### src/tmac_pkg.sv
package tmac_pkg;

    // Sample and arithmetic widths.
    localparam int SAMPLE_W   = 12;
    localparam int RAW_W      = 16;
    localparam int COEF_W     = 24;
    localparam int OFFS_W     = 32;
    localparam int PROD_W     = COEF_W + SAMPLE_W + 1;
    localparam int ACC_W      = 40;
    localparam int FRAC_BITS  = 20;
    localparam int CFG_IDX_W  = 3;
    localparam int CFG_DATA_W = 32;

    localparam logic [SAMPLE_W-1:0] SAMPLE_FULL  = 12'hFFF;
    localparam logic [SAMPLE_W-1:0] SAMPLE_EMPTY = 12'h000;

    // Configuration register indexes.
    localparam logic [CFG_IDX_W-1:0] REG_X_FROM_X = 3'd0;
    localparam logic [CFG_IDX_W-1:0] REG_X_FROM_Y = 3'd1;
    localparam logic [CFG_IDX_W-1:0] REG_X_OFFSET = 3'd2;
    localparam logic [CFG_IDX_W-1:0] REG_Y_FROM_X = 3'd3;
    localparam logic [CFG_IDX_W-1:0] REG_Y_FROM_Y = 3'd4;
    localparam logic [CFG_IDX_W-1:0] REG_Y_OFFSET = 3'd5;
    localparam logic [CFG_IDX_W-1:0] REG_X_MAX    = 3'd6;
    localparam logic [CFG_IDX_W-1:0] REG_Y_MAX    = 3'd7;

    // Calibration values after reset.
    localparam logic signed [COEF_W-1:0] RST_X_FROM_X = 24'sd70644;
    localparam logic signed [COEF_W-1:0] RST_X_FROM_Y = 24'sd680;
    localparam logic signed [OFFS_W-1:0] RST_X_OFFSET = -32'sd17420583;
    localparam logic signed [COEF_W-1:0] RST_Y_FROM_X = 24'sd724;
    localparam logic signed [COEF_W-1:0] RST_Y_FROM_Y = -24'sd94727;
    localparam logic signed [OFFS_W-1:0] RST_Y_OFFSET = 32'sd367306531;
    localparam logic [SAMPLE_W-1:0]      RST_X_MAX    = 12'd239;
    localparam logic [SAMPLE_W-1:0]      RST_Y_MAX    = 12'd319;

    typedef struct packed {
        logic signed [COEF_W-1:0] x_from_x;
        logic signed [COEF_W-1:0] x_from_y;
        logic signed [OFFS_W-1:0] x_offset;
        logic signed [COEF_W-1:0] y_from_x;
        logic signed [COEF_W-1:0] y_from_y;
        logic signed [OFFS_W-1:0] y_offset;
        logic [SAMPLE_W-1:0]      x_max;
        logic [SAMPLE_W-1:0]      y_max;
    } t_cal;

    typedef enum logic [3:0] {
        S_IDLE,
        S_GATHER,
        S_AXEND,
        S_MUL0,
        S_MUL1,
        S_MUL2,
        S_MUL3,
        S_MUL4,
        S_RESULT
    } t_state;

    typedef enum logic [3:0] {
        OP_NONE,
        OP_START,
        OP_PEN_UP,
        OP_SAMPLE,
        OP_LATCH_X,
        OP_LATCH_Y,
        OP_MUL_XX,
        OP_MUL_XY,
        OP_MUL_YX,
        OP_MUL_YY,
        OP_ACC_LAST,
        OP_RESULT
    } t_op;

    typedef struct packed {
        t_op  op;
        logic first;
    } t_dp_cmd;

    typedef struct packed {
        logic out_free;
    } t_dp_status;

    // Clamp a Q20 value to 0..maxv and round half up.
    function automatic logic [SAMPLE_W-1:0] map_axis(
        input logic signed [ACC_W-1:0] v,
        input logic [SAMPLE_W-1:0]     maxv
    );
        logic signed [ACC_W-1:0] lim;
        logic signed [ACC_W-1:0] rnd;
        logic [SAMPLE_W-1:0]     res;
        lim = $signed({{(ACC_W-SAMPLE_W-FRAC_BITS){1'b0}}, maxv, {FRAC_BITS{1'b0}}});
        rnd = v + $signed({{(ACC_W-FRAC_BITS){1'b0}}, 1'b1, {(FRAC_BITS-1){1'b0}}});
        if (v <= 0) begin
            res = '0;
        end else if (v >= lim) begin
            res = maxv;
        end else begin
            res = rnd[FRAC_BITS+SAMPLE_W-1:FRAC_BITS];
        end
        return res;
    endfunction

endpackage

### src/tmac_regs.sv
module tmac_regs (
    input  logic                                i_clk,
    input  logic                                i_rst_n,
    input  logic                                i_cfg_we,
    input  logic [tmac_pkg::CFG_IDX_W-1:0]      i_cfg_idx,
    input  logic [tmac_pkg::CFG_DATA_W-1:0]     i_cfg_data,
    output tmac_pkg::t_cal                      o_cal
);
    import tmac_pkg::*;

    t_cal r_cal;

    // Calibration register file, written one register at a time.
    always_ff @(posedge i_clk) begin
        if (!i_rst_n) begin
            r_cal.x_from_x <= RST_X_FROM_X;
            r_cal.x_from_y <= RST_X_FROM_Y;
            r_cal.x_offset <= RST_X_OFFSET;
            r_cal.y_from_x <= RST_Y_FROM_X;
            r_cal.y_from_y <= RST_Y_FROM_Y;
            r_cal.y_offset <= RST_Y_OFFSET;
            r_cal.x_max    <= RST_X_MAX;
            r_cal.y_max    <= RST_Y_MAX;
        end else if (i_cfg_we) begin
            unique case (i_cfg_idx)
                REG_X_FROM_X: r_cal.x_from_x <= $signed(i_cfg_data[COEF_W-1:0]);
                REG_X_FROM_Y: r_cal.x_from_y <= $signed(i_cfg_data[COEF_W-1:0]);
                REG_X_OFFSET: r_cal.x_offset <= $signed(i_cfg_data[OFFS_W-1:0]);
                REG_Y_FROM_X: r_cal.y_from_x <= $signed(i_cfg_data[COEF_W-1:0]);
                REG_Y_FROM_Y: r_cal.y_from_y <= $signed(i_cfg_data[COEF_W-1:0]);
                REG_Y_OFFSET: r_cal.y_offset <= $signed(i_cfg_data[OFFS_W-1:0]);
                REG_X_MAX:    r_cal.x_max    <= i_cfg_data[SAMPLE_W-1:0];
                REG_Y_MAX:    r_cal.y_max    <= i_cfg_data[SAMPLE_W-1:0];
                default:      r_cal.x_max    <= r_cal.x_max;
            endcase
        end
    end

    assign o_cal = r_cal;

endmodule

### src/tmac_ctrl.sv
module tmac_ctrl #(
    parameter int SAMPLES_PER_AXIS = 5
) (
    input  logic                    i_clk,
    input  logic                    i_rst_n,
    input  logic                    i_in_valid,
    output logic                    o_in_ready,
    input  logic                    i_pen_down,
    input  tmac_pkg::t_dp_status    i_status,
    output tmac_pkg::t_dp_cmd       o_cmd
);
    import tmac_pkg::*;

    localparam int IDX_W = $clog2(SAMPLES_PER_AXIS);
    localparam logic [IDX_W-1:0] LAST_IDX = IDX_W'(SAMPLES_PER_AXIS - 1);

    t_state           r_state, n_state;
    logic [IDX_W-1:0] r_idx, n_idx;
    logic             r_axis, n_axis;
    logic             accept;

    // State and sample counters.
    always_ff @(posedge i_clk) begin
        if (!i_rst_n) begin
            r_state <= S_IDLE;
            r_idx   <= '0;
            r_axis  <= 1'b0;
        end else begin
            r_state <= n_state;
            r_idx   <= n_idx;
            r_axis  <= n_axis;
        end
    end

    // Next state and datapath commands.
    always_comb begin
        n_state    = r_state;
        n_idx      = r_idx;
        n_axis     = r_axis;
        o_cmd.op   = OP_NONE;
        o_cmd.first = (r_idx == '0);
        o_in_ready = 1'b0;
        accept     = 1'b0;
        unique case (r_state)
            S_IDLE: begin
                o_in_ready = i_status.out_free;
                accept     = i_in_valid && i_status.out_free;
                if (accept) begin
                    if (i_pen_down) begin
                        o_cmd.op = OP_START;
                        n_idx    = IDX_W'(1);
                        n_axis   = 1'b0;
                        n_state  = S_GATHER;
                    end else begin
                        o_cmd.op = OP_PEN_UP;
                    end
                end
            end
            S_GATHER: begin
                o_in_ready = 1'b1;
                accept     = i_in_valid;
                if (accept) begin
                    o_cmd.op = OP_SAMPLE;
                    if (r_idx == LAST_IDX) begin
                        n_idx   = '0;
                        n_state = S_AXEND;
                    end else begin
                        n_idx = r_idx + IDX_W'(1);
                    end
                end
            end
            S_AXEND: begin
                if (!r_axis) begin
                    o_cmd.op = OP_LATCH_X;
                    n_axis   = 1'b1;
                    n_state  = S_GATHER;
                end else begin
                    o_cmd.op = OP_LATCH_Y;
                    n_axis   = 1'b0;
                    n_state  = S_MUL0;
                end
            end
            S_MUL0: begin
                o_cmd.op = OP_MUL_XX;
                n_state  = S_MUL1;
            end
            S_MUL1: begin
                o_cmd.op = OP_MUL_XY;
                n_state  = S_MUL2;
            end
            S_MUL2: begin
                o_cmd.op = OP_MUL_YX;
                n_state  = S_MUL3;
            end
            S_MUL3: begin
                o_cmd.op = OP_MUL_YY;
                n_state  = S_MUL4;
            end
            S_MUL4: begin
                o_cmd.op = OP_ACC_LAST;
                n_state  = S_RESULT;
            end
            S_RESULT: begin
                if (i_status.out_free) begin
                    o_cmd.op = OP_RESULT;
                    n_state  = S_IDLE;
                end
            end
            default: begin
                n_state = S_IDLE;
            end
        endcase
    end

endmodule

### src/tmac_dp.sv
module tmac_dp #(
    parameter int SAMPLES_PER_AXIS = 5,
    parameter int MIN_VALID        = 3
) (
    input  logic                                i_clk,
    input  logic                                i_rst_n,
    input  tmac_pkg::t_dp_cmd                   i_cmd,
    output tmac_pkg::t_dp_status                o_status,
    input  logic [tmac_pkg::RAW_W-1:0]          i_raw_word,
    input  tmac_pkg::t_cal                      i_cal,
    output logic                                o_out_valid,
    input  logic                                i_out_ready,
    output logic                                o_pressed,
    output logic                                o_point_valid,
    output logic [tmac_pkg::SAMPLE_W-1:0]       o_coord_x,
    output logic [tmac_pkg::SAMPLE_W-1:0]       o_coord_y
);
    import tmac_pkg::*;

    localparam int KEEP  = SAMPLES_PER_AXIS - 1;
    localparam int CNT_W = $clog2(SAMPLES_PER_AXIS);

    logic [SAMPLE_W-1:0]     r_keep [KEEP];
    logic [SAMPLE_W-1:0]     n_keep [KEEP];
    logic [CNT_W-1:0]        r_count;
    logic [SAMPLE_W-1:0]     r_x_med, r_y_med;
    logic                    r_x_ok, r_y_ok;
    logic signed [PROD_W-1:0] r_prod;
    logic signed [ACC_W-1:0] r_acc_x, r_acc_y;
    logic                    r_out_valid;
    logic                    r_out_pressed, r_out_point;
    logic [SAMPLE_W-1:0]     r_out_x, r_out_y;

    logic [SAMPLE_W-1:0]     sample;
    logic                    keepable;
    logic [KEEP-1:0]         le;
    logic [CNT_W-1:0]        med_idx;
    logic [SAMPLE_W-1:0]     med;
    logic                    axis_ok;
    logic signed [COEF_W-1:0] mul_coef;
    logic [SAMPLE_W-1:0]     mul_raw;
    logic signed [PROD_W-1:0] mul_full;
    logic                    both_ok;

    // Sample field and the drop rule for the first, empty and saturated samples.
    assign sample   = i_raw_word[SAMPLE_W+2:3];
    assign keepable = !i_cmd.first && (sample != SAMPLE_EMPTY) && (sample != SAMPLE_FULL)
                      && (r_count < CNT_W'(KEEP));

    // Sorted insertion: entries at or below the new sample stay, the rest move up one.
    always_comb begin
        for (int i = 0; i < KEEP; i++) begin
            le[i] = (CNT_W'(i) < r_count) && (r_keep[i] <= sample);
        end
        n_keep[0] = le[0] ? r_keep[0] : sample;
        for (int i = 1; i < KEEP; i++) begin
            if (le[i]) begin
                n_keep[i] = r_keep[i];
            end else if (le[i-1]) begin
                n_keep[i] = sample;
            end else begin
                n_keep[i] = r_keep[i-1];
            end
        end
    end

    // Lower median of the sorted list.
    always_comb begin
        med_idx = (r_count - CNT_W'(1)) >> 1;
        med     = '0;
        for (int i = 0; i < KEEP; i++) begin
            if (CNT_W'(i) == med_idx) begin
                med = r_keep[i];
            end
        end
        axis_ok = (int'(r_count) >= MIN_VALID);
    end

    always_ff @(posedge i_clk) begin
        if (i_cmd.op == OP_SAMPLE && keepable) begin
            r_keep <= n_keep;
        end
    end

    // Kept sample count and axis flags.
    always_ff @(posedge i_clk) begin
        if (!i_rst_n) begin
            r_count <= '0;
            r_x_ok  <= 1'b0;
            r_y_ok  <= 1'b0;
        end else begin
            unique case (i_cmd.op)
                OP_START: begin
                    r_count <= '0;
                end
                OP_SAMPLE: begin
                    if (keepable) begin
                        r_count <= r_count + CNT_W'(1);
                    end
                end
                OP_LATCH_X: begin
                    r_x_ok  <= axis_ok;
                    r_count <= '0;
                end
                OP_LATCH_Y: begin
                    r_y_ok  <= axis_ok;
                    r_count <= '0;
                end
                default: begin
                    r_count <= r_count;
                end
            endcase
        end
    end

    // Shared multiplier operand selection.
    always_comb begin
        unique case (i_cmd.op)
            OP_MUL_XX: begin
                mul_coef = i_cal.x_from_x;
                mul_raw  = r_x_med;
            end
            OP_MUL_XY: begin
                mul_coef = i_cal.x_from_y;
                mul_raw  = r_y_med;
            end
            OP_MUL_YX: begin
                mul_coef = i_cal.y_from_x;
                mul_raw  = r_x_med;
            end
            OP_MUL_YY: begin
                mul_coef = i_cal.y_from_y;
                mul_raw  = r_y_med;
            end
            default: begin
                mul_coef = '0;
                mul_raw  = '0;
            end
        endcase
    end

    // Full-width signed product of the selected coefficient and median.
    assign mul_full = mul_coef * $signed({1'b0, mul_raw});

    // Medians, product register and the two Q20 accumulators.
    always_ff @(posedge i_clk) begin
        r_prod <= mul_full;
        unique case (i_cmd.op)
            OP_LATCH_X: begin
                r_x_med <= med;
            end
            OP_LATCH_Y: begin
                r_y_med <= med;
                r_acc_x <= ACC_W'(i_cal.x_offset);
                r_acc_y <= ACC_W'(i_cal.y_offset);
            end
            OP_MUL_XY, OP_MUL_YX: begin
                r_acc_x <= r_acc_x + ACC_W'(r_prod);
            end
            OP_MUL_YY, OP_ACC_LAST: begin
                r_acc_y <= r_acc_y + ACC_W'(r_prod);
            end
            default: begin
                r_acc_x <= r_acc_x;
            end
        endcase
    end

    assign both_ok = r_x_ok && r_y_ok;

    // Output register: holds a result until the receiver takes it.
    always_ff @(posedge i_clk) begin
        if (!i_rst_n) begin
            r_out_valid <= 1'b0;
        end else if (i_cmd.op == OP_PEN_UP || i_cmd.op == OP_RESULT) begin
            r_out_valid <= 1'b1;
        end else if (i_out_ready) begin
            r_out_valid <= 1'b0;
        end
    end

    always_ff @(posedge i_clk) begin
        if (i_cmd.op == OP_PEN_UP) begin
            r_out_pressed <= 1'b0;
            r_out_point   <= 1'b0;
            r_out_x       <= '0;
            r_out_y       <= '0;
        end else if (i_cmd.op == OP_RESULT) begin
            r_out_pressed <= 1'b1;
            r_out_point   <= both_ok;
            r_out_x       <= both_ok ? map_axis(r_acc_x, i_cal.x_max) : '0;
            r_out_y       <= both_ok ? map_axis(r_acc_y, i_cal.y_max) : '0;
        end
    end

    assign o_status.out_free = !r_out_valid || i_out_ready;
    assign o_out_valid       = r_out_valid;
    assign o_pressed         = r_out_pressed;
    assign o_point_valid     = r_out_point;
    assign o_coord_x         = r_out_x;
    assign o_coord_y         = r_out_y;

    // An invalid point always reports zero coordinates.
    a_invalid_zero: assert property (@(posedge i_clk) disable iff (!i_rst_n)
        (r_out_valid && !r_out_point) |-> (r_out_x == '0 && r_out_y == '0))
        else $error("invalid point with nonzero coordinates");

    // A valid point only comes from a pressed read.
    a_valid_pressed: assert property (@(posedge i_clk) disable iff (!i_rst_n)
        (r_out_valid && r_out_point) |-> r_out_pressed)
        else $error("valid point without pen down");

    // The kept list never overflows its slots.
    a_count_range: assert property (@(posedge i_clk) disable iff (!i_rst_n)
        r_count <= CNT_W'(KEEP))
        else $error("kept sample count out of range");

endmodule

### src/touch_median_affine_calibrator_unit.sv
// Resistive touch reader: per-axis median filter followed by affine calibration.
//
// Input stream: one converter word per transaction. s_axis_tuser carries the pen
// level, which is looked at only on the first transaction of a read. Pen up gives
// one result at once (not pressed, not valid, zero coordinates). Pen down starts a
// read: that word and the next SAMPLES_PER_AXIS-1 words are X samples, followed by
// SAMPLES_PER_AXIS Y samples. The first sample of each axis and samples of 0 or
// 4095 are dropped; the lower median of the rest is kept.
// Output stream: one result per read. After the last Y sample the Y median is latched,
// the shared 24x13 multiplier forms the XX, XY, YX and YY products in turn, the last
// product is accumulated and the result waits for a free output register. A read takes
// 2*SAMPLES_PER_AXIS accepted transactions plus an axis-end step between the axes.
// Configuration: eight calibration registers written by index through i_cfg_*; write
// only while no read is in progress. The block itself does not enforce this.
// Reset (synchronous, active low) restores the default calibration and empties the
// output register. When the receiver stalls, the result waits in the output
// register; sample transactions are still taken, but a new read and the final
// result wait for the register to free up.
module touch_median_affine_calibrator_unit #(
    parameter int SAMPLES_PER_AXIS = 5,
    parameter int MIN_VALID        = 3
) (
    input  logic                                i_clk,
    input  logic                                i_rst_n,
    input  logic                                s_axis_tvalid,
    output logic                                s_axis_tready,
    input  logic [tmac_pkg::RAW_W-1:0]          s_axis_tdata,  // [15:0] raw_word
    input  logic                                s_axis_tuser,  // [0] pen_down
    output logic                                m_axis_tvalid,
    input  logic                                m_axis_tready,
    output logic [2*tmac_pkg::SAMPLE_W-1:0]     m_axis_tdata,  // [11:0] coord_x, [23:12] coord_y
    output logic [1:0]                          m_axis_tuser,  // [0] pressed, [1] point_valid
    input  logic                                i_cfg_we,
    input  logic [tmac_pkg::CFG_IDX_W-1:0]      i_cfg_idx,
    input  logic [tmac_pkg::CFG_DATA_W-1:0]     i_cfg_data
);
    import tmac_pkg::*;

    t_cal                cal;
    t_dp_cmd             cmd;
    t_dp_status          status;
    logic                pressed, point_valid;
    logic [SAMPLE_W-1:0] coord_x, coord_y;

    tmac_regs u_regs (
        .i_clk      (i_clk),
        .i_rst_n    (i_rst_n),
        .i_cfg_we   (i_cfg_we),
        .i_cfg_idx  (i_cfg_idx),
        .i_cfg_data (i_cfg_data),
        .o_cal      (cal)
    );

    tmac_ctrl #(
        .SAMPLES_PER_AXIS (SAMPLES_PER_AXIS)
    ) u_ctrl (
        .i_clk      (i_clk),
        .i_rst_n    (i_rst_n),
        .i_in_valid (s_axis_tvalid),
        .o_in_ready (s_axis_tready),
        .i_pen_down (s_axis_tuser),
        .i_status   (status),
        .o_cmd      (cmd)
    );

    tmac_dp #(
        .SAMPLES_PER_AXIS (SAMPLES_PER_AXIS),
        .MIN_VALID        (MIN_VALID)
    ) u_dp (
        .i_clk         (i_clk),
        .i_rst_n       (i_rst_n),
        .i_cmd         (cmd),
        .o_status      (status),
        .i_raw_word    (s_axis_tdata),
        .i_cal         (cal),
        .o_out_valid   (m_axis_tvalid),
        .i_out_ready   (m_axis_tready),
        .o_pressed     (pressed),
        .o_point_valid (point_valid),
        .o_coord_x     (coord_x),
        .o_coord_y     (coord_y)
    );

    // Pack the result fields onto the output stream.
    assign m_axis_tdata = {coord_y, coord_x};
    assign m_axis_tuser = {point_valid, pressed};

endmodule
### config.mk
export PLATFORM = sky130hd
export DESIGN_NAME = touch_median_affine_calibrator_unit
export DESIGN_NICKNAME = d
export VERILOG_FILES = /design/src/tmac_pkg.sv /design/src/tmac_regs.sv /design/src/tmac_ctrl.sv /design/src/tmac_dp.sv /design/src/touch_median_affine_calibrator_unit.sv
export SDC_FILE = /design/constraint.sdc
export NUM_CORES = 2
export LEC_CHECK = 0
export BUFFER_PORTS_ARGS = -buffer_cell sky130_fd_sc_hd__buf_2
export CAP_MARGIN = 20
export CELL_PAD_IN_SITES_DETAIL_PLACEMENT = 0
export CELL_PAD_IN_SITES_GLOBAL_PLACEMENT = 1
export CORE_MARGIN = 5
export CORE_UTILIZATION = 45
export CTS_CLUSTER_SIZE = 30
export DETAILED_ROUTE_END_ITERATION = 10
export GPL_ROUTABILITY_DRIVEN = 0
export PLACE_DENSITY_LB_ADDON = 0.1
export SLEW_MARGIN = 20
export SYNTH_ARGS = -nofsm -noshare
export SYNTH_HDL_FRONTEND = slang
export SYNTH_SLANG_ARGS = --single-unit
### constraint.sdc
create_clock -name i_clk -period 8.1 [get_ports i_clk]
set_input_delay 0.405 -clock i_clk [delete_from_list [all_inputs] [get_ports i_clk]]
set_output_delay 0.405 -clock i_clk [all_outputs]
set_load 0.02 [all_outputs]
==> reports/results.ini <==
[layout]
final_area_mm2=0.0352
nets=4204
drive_gt1_frac=0.0759
final_util=0.494
synthToLayoutAreaGrowth_pct=9.20
diodes=0

[die]
die_h_um=278
dieWidth_um=278
die-area_mm2=0.0771
initial_core_util=0.452
io_pins=85
row_count=98
coreArea_mm2=0.0712

[detailed_routing]
postRouteWirelength_mm=96.8
drc_errors=0
via_count=25904
ant_nets=0
routedWlPerCell_um=20.8
viasPerCell=5.57
firstDrtPassIters=6
dr.first_iter.drc_count=2289

[global_routing]
use_met2=0.403
grt_max_degree=80
grt_pass1_wl_mm=151
grt_antenna_before_repair=3
use_met1=0.348
met3_usage=0.0261
track_usage=0.247
grt_pass1_vias=26263
grt-ovfl-total=0
top_usage_layer=met2

[power_and_ir_drop]
powerDensity_mw_per_mm2=132
vdd_drop_max_v=0.000159
p_leak_nw=15.8

[setup_path]
crit_type=reg2reg
worstPathMaxFanout=19
worstSetupStartpointType=flop
cp.required_ps=8610
crit_arrival_ps=8030
worst_setup_path_end_kind=flop

[clocking]
cts-resized-gates=0
h-tree-depth=2
hold_buffers=0
cts_tree=yes
root_buffer=clkbuf_16
path_clk_slew_ps=60
insertion_delay_ps=610
clockBufferDepth=3
post_cts_buffers=0
numCtsBuffers=49
numClockSinks=413

[timing]
post-route-period-util=0.930
fin_crit_ps=7530
hold_slack_ps=68.8
finalMaxSlewViolations=0
clock.fmax_mhz=133
max_slew_margin=0.269
timing.final.hold_violations=0
finClkSkew_ps=32.0
worst_slew_pin_slew_ps=1090
finalSetupViolCount=0
rsz0062_at_grt=no
setup_slack_ps=571
setup-tns-final_ps=0

[yosys]
ys_seq_elements=413
synth_fp_nets=4196
synth_cell_types=80
yosysSeqAreaShare=0.304
ys.flop_type=dfxtp_1
avgSynthCellArea_um2=8.82
ys_async_sr_fraction=0
synthTopCellsByArea=dfxtp_1, fa_1, edfxtp_1
synth_top_cell_by_area=dfxtp_1
synth_edf_count=152
ys_warn_count=0
synth_area_mm2=0.0322
syn_inst=3652
synth_top_area_share=0.162

[place]
placed_area_mm2=0.0336
portBuffers=80
place_ws_ps=642
hpwl_mm=74.0

[run_status]
status=complete, no violations

[min_path]
holdCritPathClass=in2reg

[job]
drv_cap=0

==> layout by cell type, fill, tap and decap left out, types with 14 or more instances in the layout <==
| cell type | n |
|---|---|
| nand2_1 | 677 |
| inv_1 | 406 |
| dfxtp_1 | 261 |
| fa_1 | 260 |
| nor2_1 | 242 |
| ha_1 | 227 |
| edfxtp_1 | 152 |
| a21oi_1 | 131 |
| nand3_1 | 120 |
| a21boi_0 | 101 |
| o21ai_0 | 81 |
| xnor2_1 | 80 |
| buf_2 | 79 |
| o21ai_1 | 73 |
| a21o_1 | 72 |
| a22oi_1 | 55 |
| clkbuf_16 | 51 |
| buf_4 | 49 |
| xor2_1 | 46 |
| nor2b_1 | 36 |
| and2_1 | 36 |
| mux2_2 | 33 |
| nand4_1 | 31 |
| nand2b_1 | 28 |
| mux2i_1 | 28 |
| nor4_1 | 25 |
| o211ai_1 | 21 |
| and3_1 | 19 |
| o31ai_1 | 19 |
| nor3_1 | 19 |
| a31oi_1 | 17 |
| o21a_1 | 15 |
| o21bai_1 | 14 |
==> stage by stage <==
step           instances  power (mW)
2_1_floorplan       3652        2.37
3_3_place_gp        4558        2.45
3_5_place_dp        4558        2.46
4_1_cts             4649        4.68
5_1_grt             4650        4.80
6_report            4650        4.63
==> cell usage after synthesis, types with 16 or more instances <==
cell type  instances
a21boi_0         101
nor2_1           250
buf_2             16
o21ai_1           73
a22oi_1           58
ha_1             227
fa_1             260
nor3_1            21
nor4_1            25
o21ai_0           81
nand2_1          679
clkbuf_1         133
o211ai_1          21
inv_1            406
o31ai_1           19
a31oi_1           17
nor2b_1           36
dfxtp_1          261
mux2_2            33
nand2b_1          28
and2_1            36
nand3_1          120
xnor2_1           80
edfxtp_1         152
xor2_1            47
nand4_1           31
a21oi_1          131
and3_1            19
mux2i_1           28
a21o_1            72
==> routing by layer <==
layer / wire length (µm) / share of wire / up-vias
met5: 0 / 0 / -
met1: 44300 / 0.46 / 12828
li1: - / - / 12229
met2: 44000 / 0.45 / 717
met4: 3480 / 0.036 / 0
met3: 5030 / 0.052 / 130
==> final timing paths <==
kind | endpoint | slack, ps | startpoint | cells past startpoint
max reg2reg | u_dp.r_prod[33]$_DFF_P_ | 570 | u_ctrl.r_state[0]$_SDFFE_PN0P_ | 25
max | u_dp.r_prod[33]$_DFF_P_ | 570 | u_ctrl.r_state[0]$_SDFFE_PN0P_ | 25
min | u_regs.o_cal[130]$_SDFFE_PN1P_ | 70 | i_cfg_data[26] | 3
min reg2reg | u_dp.o_coord_y[9]$_SDFFE_PP0P_ | 440 | u_dp.o_coord_y[9]$_SDFFE_PP0P_ | 2
==> sequential cells by signal (all words and copies together) (netlist names) <==
register / flops
u_dp.r_acc_x: 40
u_dp.r_y_med: 12
u_dp.r_count: 3
u_dp.o_out_valid: 1
u_dp.o_point_valid: 1
u_dp.r_x_med: 12
u_dp.r_acc_y: 40
u_ctrl.r_idx: 3
u_dp.o_coord_x: 12
u_dp.r_x_ok: 1
u_dp.o_coord_y: 12
u_ctrl.r_axis: 1
u_regs.o_cal: 184
u_dp.r_prod: 37
u_dp.o_pressed: 1
u_dp.r_y_ok: 1
u_ctrl.r_state: 4
u_dp.r_keep: 48
==> cell type report <==
type,count,area (µm²)
flip-flops and latches,413,9790
clock inverters,25,229
clock buffers,66,1380
repair buffers,129,778
multi-input cells,2661,20300
inverters,406,1520
fillers,6825,36000
well taps,950,1190
==> cell families after synthesis <==
group,synth area share
AOI/OAI and AO/OA,0.141
xor gates and xnor gates,0.0345
adders and majority gates,0.250
buffers and inverters,0.0691
DFF,0.304
muxes,0.0293
and+or+nand+nor,0.173
==> critical path: stages, from the launching register on <==
cell,delay [ps]
dfxtp_1,510
nand2b_1,190
nor3b_2,210
or2_2,400
a22o_1,680
buf_4,260
nand2_1,80
fa_1,560
inv_1,60
fa_1,560
fa_1,440
fa_1,490
inv_1,50
fa_1,490
inv_1,50
ha_1,350
and2_1,210
nor2b_1,150
a2111oi_0,440
a211o_1,200
a31oi_1,100
buf_4,170
o41ai_2,340
o21ai_1,110
a21oi_1,190
xnor2_1,140
==> report_power, final <==
group	switching [mW]	leakage, nW	total [mW]	internal (mW)
combinational	0.152	11.5	0.225	0.0727
sequential	0.0189	3.48	2.19	2.18
clock	0.940	0.794	2.21	1.27
total	1.11	15.8	4.63	3.52
Note: power is estimated with default switching activity, not from simulation.
